[config.mk]
export PLATFORM = sky130hd
export DESIGN_NAME = base64url_stream_decoder_unit
export DESIGN_NICKNAME = d
export VERILOG_FILES = /design/src/b64d_pkg.sv /design/src/b64d_front.sv /design/src/b64d_queue.sv /design/src/b64d_back.sv /design/src/base64url_stream_decoder_unit.sv
export SDC_FILE = /design/constraint.sdc
export NUM_CORES = 1
export LEC_CHECK = 0
export BUFFER_PORTS_ARGS = -buffer_cell sky130_fd_sc_hd__buf_4
export CORE_MARGIN = 3
export CORE_UTILIZATION = 40
export DETAILED_ROUTE_END_ITERATION = 10
export PLACE_DENSITY = 0.63
export SYNTH_ARGS = -nofsm -noshare
export SYNTH_HDL_FRONTEND = slang
export SYNTH_SLANG_ARGS = --single-unit
[constraint.sdc]
create_clock -name clk -period 4.7 [get_ports clk]
set_input_delay 0.235 -clock clk [delete_from_list [all_inputs] [get_ports clk]]
set_output_delay 0.235 -clock clk [all_outputs]
set_load 0.01 [all_outputs]
[src/b64d_pkg.sv]
// ---------------------------------------------------------------------------
// b64d_pkg
// Shared types, constants and the character map for the base64url decoder.
// ---------------------------------------------------------------------------
package b64d_pkg;

    localparam int QDEPTH = 4;
    localparam int QAW    = $clog2(QDEPTH);

    typedef struct packed {
        logic [5:0] value;
        logic       bad;
        logic       last;
    } class_t;

    typedef struct packed {
        logic [7:0] data_byte;
        logic       byte_valid;
        logic       string_done;
        logic       failed;
    } res_t;

    function automatic class_t classify(input logic [7:0] c, input logic fin);
        class_t w;
        w.last  = fin;
        w.bad   = 1'b0;
        w.value = 6'd0;
        case (c) inside
            ["A":"Z"]: w.value = 6'(c - 8'h41);
            ["a":"z"]: w.value = 6'(c - 8'h61 + 8'd26);
            ["0":"9"]: w.value = 6'(c - 8'h30 + 8'd52);
            "-":       w.value = 6'd62;
            "_":       w.value = 6'd63;
            default:   w.bad   = 1'b1;
        endcase
        return w;
    endfunction

endpackage

[src/b64d_front.sv]
// ---------------------------------------------------------------------------
// b64d_front
// Classifies each incoming character into its 6-bit value and a bad mark.
// ---------------------------------------------------------------------------
module b64d_front
(
    input  logic [7:0]      symbol,
    input  logic            last,
    output b64d_pkg::class_t word
);

    assign word = b64d_pkg::classify(symbol, last);

endmodule

[src/b64d_queue.sv]
// ---------------------------------------------------------------------------
// b64d_queue
// Short queue of classified words between the front and the back.
// ---------------------------------------------------------------------------
module b64d_queue
(
    input  logic             clk,
    input  logic             rst_n,
    input  logic             wr_en,
    input  b64d_pkg::class_t wr_word,
    input  logic             rd_en,
    output b64d_pkg::class_t rd_word,
    output logic             q_full,
    output logic             q_empty
);

    b64d_pkg::class_t              mem [b64d_pkg::QDEPTH];
    logic [b64d_pkg::QAW-1:0]      wr_ptr_reg;
    logic [b64d_pkg::QAW-1:0]      rd_ptr_reg;
    logic [b64d_pkg::QAW:0]        count_reg;
    logic [b64d_pkg::QAW:0]        count_next;
    logic                          do_wr;
    logic                          do_rd;

    assign q_full  = (count_reg == (b64d_pkg::QAW+1)'(b64d_pkg::QDEPTH));
    assign q_empty = (count_reg == '0);
    assign do_wr   = wr_en && !q_full;
    assign do_rd   = rd_en && !q_empty;
    assign rd_word = mem[rd_ptr_reg];

    always_comb
    begin
        count_next = count_reg;
        if (do_wr && !do_rd)
        begin
            count_next = count_reg + 1'b1;
        end
        else if (do_rd && !do_wr)
        begin
            count_next = count_reg - 1'b1;
        end
    end

    always_ff @(posedge clk or negedge rst_n)
    begin
        if (!rst_n)
        begin
            wr_ptr_reg <= '0;
            rd_ptr_reg <= '0;
            count_reg  <= '0;
        end
        else
        begin
            if (do_wr)
            begin
                wr_ptr_reg <= wr_ptr_reg + 1'b1;
            end
            if (do_rd)
            begin
                rd_ptr_reg <= rd_ptr_reg + 1'b1;
            end
            count_reg <= count_next;
        end
    end

    always_ff @(posedge clk)
    begin
        if (do_wr)
        begin
            mem[wr_ptr_reg] <= wr_word;
        end
    end

endmodule

[src/b64d_back.sv]
// ---------------------------------------------------------------------------
// b64d_back
// Assembles bytes from 6-bit values, tracks errors and holds the result.
// ---------------------------------------------------------------------------
module b64d_back
(
    input  logic             clk,
    input  logic             rst_n,
    input  logic             q_empty,
    input  b64d_pkg::class_t word,
    output logic             q_pop,
    input  logic             pop,
    output logic             res_empty,
    output b64d_pkg::res_t   res
);

    logic [1:0]     phase_reg;
    logic [1:0]     phase_next;
    logic [7:0]     carry_reg;
    logic [7:0]     carry_next;
    logic           err_reg;
    logic           err_next;
    logic           out_valid_reg;
    b64d_pkg::res_t res_reg;
    b64d_pkg::res_t res_next;
    logic [5:0]     v;
    logic [7:0]     byte_val;
    logic           fire;

    assign fire      = !q_empty && (!out_valid_reg || pop);
    assign q_pop     = fire;
    assign res_empty = !out_valid_reg;
    assign res       = res_reg;

    always_comb
    begin
        err_next = err_reg || word.bad;
        v        = word.bad ? 6'd0 : word.value;
        byte_val = 8'd0;
        case (phase_reg)
            2'd0:
            begin
                carry_next = {v, 2'b00};
            end
            2'd1:
            begin
                byte_val   = carry_reg | {4'd0, v[5:4]};
                carry_next = {v[3:0], 4'd0};
            end
            2'd2:
            begin
                byte_val   = carry_reg | {2'd0, v[5:2]};
                carry_next = {v[1:0], 6'd0};
            end
            default:
            begin
                byte_val   = carry_reg | {2'd0, v};
                carry_next = 8'd0;
            end
        endcase
        res_next.byte_valid  = !err_next && (phase_reg != 2'd0);
        res_next.data_byte   = res_next.byte_valid ? byte_val : 8'd0;
        res_next.string_done = word.last;
        res_next.failed      = word.last && (err_next || phase_reg == 2'd0);
        phase_next           = phase_reg + 1'b1;
        if (word.last)
        begin
            phase_next = 2'd0;
            carry_next = 8'd0;
            err_next   = 1'b0;
        end
    end

    always_ff @(posedge clk or negedge rst_n)
    begin
        if (!rst_n)
        begin
            phase_reg     <= 2'd0;
            carry_reg     <= 8'd0;
            err_reg       <= 1'b0;
            out_valid_reg <= 1'b0;
        end
        else
        begin
            if (fire)
            begin
                phase_reg     <= phase_next;
                carry_reg     <= carry_next;
                err_reg       <= err_next;
                out_valid_reg <= 1'b1;
            end
            else if (pop)
            begin
                out_valid_reg <= 1'b0;
            end
        end
    end

    always_ff @(posedge clk)
    begin
        if (fire)
        begin
            res_reg <= res_next;
        end
    end

endmodule

[src/base64url_stream_decoder_unit.sv]
// ---------------------------------------------------------------------------
// base64url_stream_decoder_unit
// Unpadded base64url decoder, one character per word in, one result out.
// ---------------------------------------------------------------------------
// Throughput: one word per cycle while results are popped, set by the
// phase/carry register loop in the back end; a four-entry queue lets front
// and back stall apart.
// Reset: clears phase, carry and error state and empties the queue and the result register.
// ---------------------------------------------------------------------------
module base64url_stream_decoder_unit
(
    input  logic       clk,
    input  logic       rst_n,
    input  logic [7:0] symbol,
    input  logic       last,
    input  logic       push,
    output logic       full,
    output logic [7:0] data_byte,
    output logic       byte_valid,
    output logic       string_done,
    output logic       failed,
    output logic       empty,
    input  logic       pop
);

    b64d_pkg::class_t in_word;
    b64d_pkg::class_t q_word;
    b64d_pkg::res_t   res;
    logic             q_empty;
    logic             q_pop;

    b64d_front u_front
    (
        .symbol (symbol),
        .last   (last),
        .word   (in_word)
    );

    b64d_queue u_queue
    (
        .clk     (clk),
        .rst_n   (rst_n),
        .wr_en   (push),
        .wr_word (in_word),
        .rd_en   (q_pop),
        .rd_word (q_word),
        .q_full  (full),
        .q_empty (q_empty)
    );

    b64d_back u_back
    (
        .clk       (clk),
        .rst_n     (rst_n),
        .q_empty   (q_empty),
        .word      (q_word),
        .q_pop     (q_pop),
        .pop       (pop),
        .res_empty (empty),
        .res       (res)
    );

    assign data_byte   = res.data_byte;
    assign byte_valid  = res.byte_valid;
    assign string_done = res.string_done;
    assign failed      = res.failed;

    a_fail_needs_done: assert property (@(posedge clk) disable iff (!rst_n)
        !empty |-> (!failed || string_done))
        else $error("failed without string_done");

    a_byte_zero: assert property (@(posedge clk) disable iff (!rst_n)
        (!empty && !byte_valid) |-> (data_byte == 8'd0))
        else $error("data_byte nonzero without byte_valid");

    a_queue_fill: assert property (@(posedge clk) disable iff (!rst_n)
        (push && !full && q_empty) |=> !q_empty)
        else $error("accepted word lost from queue");

    a_back_drains: assert property (@(posedge clk) disable iff (!rst_n)
        (!q_empty && empty) |-> q_pop)
        else $error("back end idle with work waiting");

endmodule
Word-level counts from Yosys, hierarchy flattened
Memory sizes are Yosys's and may differ from the RTL's.
Cells that the tools add are included.
{"block": "word_totals", "regBits": 30, "ram_bits": 32, "in_bits": 13, "out_inout_bits": 13, "wordCells": 82, "n_memories": 1}
{"name": "u_queue.mem", "words": 4, "word_bits": 8, "rd": 1, "rd_clocked_by_memory_dff": 0, "wr": 1, "line": "b64d_queue.sv:17", "rtl": "b64d_pkg::class_t mem [b64d_pkg::QDEPTH];"}
{"block": "op_classes", "addsub": 10, "order_cmp": 6, "n_eq_ne": 5, "mux": 22, "n_bitwise": 3, "reduce_logical": 24}
{"op": "$pmux W8 S3", "count": 2}
{"op": "$mux W6", "count": 6}
{"op": "$ge A8 B7 Y1 const B", "count": 2}
{"op": "$le A8 B7 Y1 const B", "count": 2}
{"op": "$sub A6 B6 Y6 const B", "count": 2}
{"op": "$logic_and A1 B1 Y1", "count": 10}
{"op": "$mux W1", "count": 10}
{"op": "$eq A8 B6 Y1 const B", "count": 1}
{"op": "$eq A8 B7 Y1 const B", "count": 1}
{"op": "$ge A8 B6 Y1 const B", "count": 1}
{"op": "$le A8 B6 Y1 const B", "count": 1}
{"op": "$mux W8", "count": 1}
{"op": "$or A8 B2 Y8", "count": 1}
{"op": "$or A8 B4 Y8", "count": 1}
{"op": "$or A8 B6 Y8", "count": 1}
{"op": "$add A2 B1 Y2 const B", "count": 3}
{"op": "$add A6 B5 Y6 const B", "count": 1}
{"op": "$add A6 B6 Y6 const B", "count": 1}
{"op": "$logic_not A1 Y1", "count": 6}
{"op": "$mux W3", "count": 2}
{"op": "$reduce_bool A2 Y1", "count": 3}
{"op": "$sub A6 B1 Y6 const B", "count": 1}
{"op": "$add A3 B1 Y3 const B", "count": 1}
{"op": "$eq A3 B3 Y1 const B", "count": 1}
{"op": "other kinds (7)", "count": 9}

Depth between registers and ports, before layout
{"block": "logic_depth", "ltp_word": 7, "depth_mapped": 9, "ltp_nobuf": 8}

Cells and area by module
Synthesis repeated with hierarchy kept, for this count alone.
{"block": "hier_totals", "hier_cells": 241, "hier_area_um2": 3186.8}
{"module": "b64d_queue", "n_inst": 1, "cells_each": 78, "area_each_um2": 1575.3, "seq_area_each_um2": 1136.1}
{"module": "b64d_back", "n_inst": 1, "cells_each": 83, "area_each_um2": 993.5, "seq_area_each_um2": 580.6}
{"module": "b64d_front", "n_inst": 1, "cells_each": 80, "area_each_um2": 618.1, "seq_area_each_um2": 0.0}

Least setup slack after synthesis
Ideal clock, no wire load.
{"block": "synth_timing", "path_type": "reg-to-reg", "start": "register u_queue.count_reg[0] in the netlist's numbering", "end": "register u_queue.count_reg[1] in the netlist's numbering", "setup_time_ps": 125, "arrival_ps": 1986, "required_ps": 4575, "path_slack_ps": 2590, "stages_incl_launch_ff": 8, "cell_sequence": "dfrtp_1 > nor3b_1 > nor2b_1 > clkbuf_1 > ha_1 > inv_1 > fa_1 > mux2_2"}
{"block": "synth_via", "word_cells_on_any_way": 16}
{"item": "from (decl)", "line": "b64d_queue.sv:20", "rtl": "logic [b64d_pkg::QAW:0] count_reg;"}
{"item": "from (signal assigned)", "line": "b64d_queue.sv:62", "rtl": "count_reg <= count_next;"}
{"item": "$eq A3 B3 Y1", "line": "b64d_queue.sv:25", "rtl": "assign q_full = (count_reg == (b64d_pkg::QAW+1)'(b64d_pkg::QDEPTH));"}
{"item": "via full", "line": "base64url_stream_decoder_unit.sv:17", "rtl": "output logic full,"}
{"item": "$logic_not A1 Y1", "line": "b64d_queue.sv:27", "rtl": "assign do_wr = wr_en && !q_full;"}
{"item": "$logic_and A1 B1 Y1", "line": "b64d_queue.sv:27"}
{"item": "via u_queue.do_wr", "line": "b64d_queue.sv:22", "rtl": "logic do_wr;"}
{"item": "$logic_and A1 B1 Y1", "line": "b64d_queue.sv:34", "rtl": "if (do_wr && !do_rd)"}
{"item": "$mux W3", "line": "b64d_queue.sv:34"}
{"item": "via u_queue.count_next, one bit", "line": "b64d_queue.sv:21", "rtl": "logic [b64d_pkg::QAW:0] count_next;"}
The timed path passes the listed nets, and every way through them passes these cells. The select of a mux whose other input is x is not followed.
A chain may end at the register's enable or synchronous reset.

==> flow_metrics.env <==
export IMPL_std_cell_rows=31
export IMPL_layout_nets=312
export IMPL_worst_slack_ps=2370
export IMPL_ant_nets=0
export IMPL_avgSynthCellArea_um2=12.6
export IMPL_start_util_pct=42.5
export IMPL_p_leak_nw=1.45
export IMPL_wl_mm=5.73
export IMPL_antenna_found_initial=0
export IMPL_clock_latency_ps=330
export IMPL_cts_setup_buffers=0
export IMPL_clk_path_buf_depth=2
export IMPL_grt_max_degree=21
export IMPL_core_um2=7450
export IMPL_stdcell_count=384
export IMPL_end_kind="register"
export IMPL_crit_fanout=13
export IMPL_drt_initial_drc_count=45
export IMPL_vdd_drop_max_mv=0.164
export IMPL_setup_viol_count_final=0
export IMPL_hp_class="in2reg"
export IMPL_fin_crit_sh_pct=49.7
export IMPL_cts_resized=0
export IMPL_cts_num_sinks=60
export IMPL_synthDominantCellAreaShare_pct=40.8
export IMPL_power_internal_w=0.00125
export IMPL_cts_made_buffers=9
export IMPL_synth_edf_count=43
export IMPL_power_share_clock_pct=20.8
export IMPL_hpwl_mm=4.18
export IMPL_wl_per_cell_um=14.9
export IMPL_synth_top_cells_by_count="edfxtp_1, ha_1, dfrtp_1"
export IMPL_remaining_drc_errors=0
export IMPL_area_growth_pct=13.8
export IMPL_synth_area_leaders="edfxtp_1, dfrtp_1, ha_1"
export IMPL_tns_ps=0
export IMPL_gp_congestion=0.925
export IMPL_die_x_um=95.0
export IMPL_holdWs_ps=86.4
export IMPL_ys_warn_count=0
export IMPL_syn_cell_area_um2=3170
export IMPL_synthCells=252
export IMPL_synth_cell_types=56
export IMPL_finalHoldViolations=0
export IMPL_grt_pass1_vias=2042
export IMPL_dieArea_um2=9020
export IMPL_postLayoutCoreUtil_pct=48.4
export IMPL_synth_top_flop_cell="edfxtp_1"
export IMPL_swShare_pct=33.3
export IMPL_chipHeight_um=95.0
export IMPL_grt_pass1_wl_mm=9.69
export IMPL_slew_headroom_pct=58.8
export IMPL_drv_slew=0
export IMPL_antenna_cells=0
export IMPL_seqPwrFrac_pct=44.7
export IMPL_synth_seq_cells=60
export IMPL_cp_start_kind="primary input"
export IMPL_postCtsHoldBufs=1
export IMPL_io_pins=26
export IMPL_clkSlewWorstSetupHoldPaths_ps=60
export IMPL_rsz0062_at_grt="false"
export IMPL_maxCapViolations=0
export IMPL_dp_cells=367
export IMPL_multiInputGateArea_um2=1340
export IMPL_p_switching_w=0.000623
export IMPL_async_reset_ff_share_pct=28.3
export IMPL_regArea_um2=1720
export IMPL_fin_crit_ps=2330
export IMPL_tightest_slew_ps=615
export IMPL_synth_largest_area_cell="edfxtp_1"
export IMPL_htreeDepth=3
export IMPL_synthMostInstantiatedCell="edfxtp_1"
export IMPL_synth_net_count=284
export IMPL_avgViaCountPerCell=5.33
export IMPL_fillers=684
export IMPL_numPortBuffers=25
export IMPL_required_ps=4750
export IMPL_synth_seq_area_share_pct=54.2
export IMPL_drive_above_1_share_pct=17.5
export IMPL_crit_arrival_ps=2380
export IMPL_cts_root_buf="clkbuf_8"
export IMPL_drtPass1Iterations=4
export IMPL_grt_usage_pct=14.2
export IMPL_power_share_combinational_pct=34.5
export IMPL_cts_tree="yes"
export IMPL_status="finished, final reports clean"
export IMPL_largest_reg_flops=32
export IMPL_grt_overflow=0
export IMPL_post_place_ws_ps=2060
export IMPL_fin_skew_ps=6.28
export IMPL_fmax_mhz=428
export IMPL_vias=2047
export IMPL_power_density_nw_per_um2=519
export IMPL_path_class="in2reg"
cells by family after synthesis:
| group | count (synthesis) | share of synthesized area (%) |
|---|---|---|
| flip-flops | 60 | 54.2 |
| AND/OR/NAND/NOR | 72 | 12.7 |
| AO/OA/AOI/OAI | 57 | 12.6 |
| adder cells (fa/ha/maj) | 19 | 7.74 |
| multiplexers | 9 | 6.87 |
| XOR/XNOR | 8 | 2.21 |
| buffers and inverters | 27 | 3.63 |
power by group through the flow:
stage | sequential (W) | combinational, W | clock, W
global placement | 0.000847 | 0.000640 | 0
floorplan | 0.000819 | 0.000499 | 0
CTS | 0.000840 | 0.000657 | 0.000394
detailed placement | 0.000851 | 0.000653 | 0
finish | 0.000836 | 0.000646 | 0.000388
global route | 0.000861 | 0.000724 | 0.000419
area by class of cell:
cell class	instances	area share, %
clock buffers	13	4.13
repair buffers	26	5.48
well taps	99	3.44
flip-flops and latches	60	47.6
multi-input cells	165	37.1
inverters	18	1.91
clock inverters	3	0.382
critical path, cell delays in order:
cell and delay, ps:
buf_4 110, inv_1 90, ha_1 260, nor2b_1 150, o2bb2ai_1 240, nand3_1 390, and3_1 350, nor4_1 560
metal layers:
layer	wire length (µm)	GRT usage (%)	vias up	share of wire [%]
met1	2540	17.4	985	44
li1	-	-	998	-
met3	258	2.15	13	4.5
met5	0	0	-	0
met2	2770	23.3	51	48
met4	161	9.01	0	2.8
metrics by stage:
stage,power (W),area [µm²]
finish,0.00187,3610
global route,0.00201,3610
global placement,0.00149,3430
floorplan,0.00132,3170
CTS,0.00189,3610
detailed placement,0.00150,3430
cells in the final DEF (no fill, tap or decap), types with 3 or more instances in the layout:
| cell | Yosys | final |
|---|---|---|
| a22o_1 | 4 | 4 |
| nor3_1 | 5 | 5 |
| ha_1 | 18 | 18 |
| nand2_1 | 13 | 13 |
| dfrtp_1 | 17 | 17 |
| and3_1 | 3 | 3 |
| o21ai_0 | 14 | 14 |
| nand3_1 | 6 | 6 |
| nor2b_1 | 6 | 6 |
| and2b_2 | 3 | 3 |
| nor2_1 | 15 | 15 |
| clkbuf_8 | 0 | 10 |
| a21o_1 | 3 | 3 |
| and2_1 | 4 | 4 |
| xnor2_1 | 6 | 6 |
| mux4_1 | 7 | 7 |
| a21oi_1 | 14 | 14 |
| clkinv_2 | 1 | 3 |
| inv_1 | 15 | 15 |
| buf_4 | 0 | 25 |
| nor3b_1 | 3 | 3 |
| clkbuf_1 | 4 | 3 |
| a22oi_1 | 4 | 4 |
| edfxtp_1 | 43 | 43 |
path summary, 6_finish.rpt:
path | endpoint | cells after the start | slack, ps | startpoint
max | u_queue.mem[2][4] | 8 | 2370 | symbol[0]
min | u_back.out_valid_reg | 2 | 90 | pop
max reg2reg | u_queue.count_reg[2] | 8 | 2460 | u_queue.count_reg[0]
min reg2reg | u_back.carry_reg[2] | 2 | 490 | u_back.carry_reg[2]
max in group asynchronous | u_back.carry_reg[4] | 2 | 4190 | rst_n
min in group asynchronous | u_back.phase_reg[0] | 2 | 310 | rst_n
(Power assumes the default switching activity.)
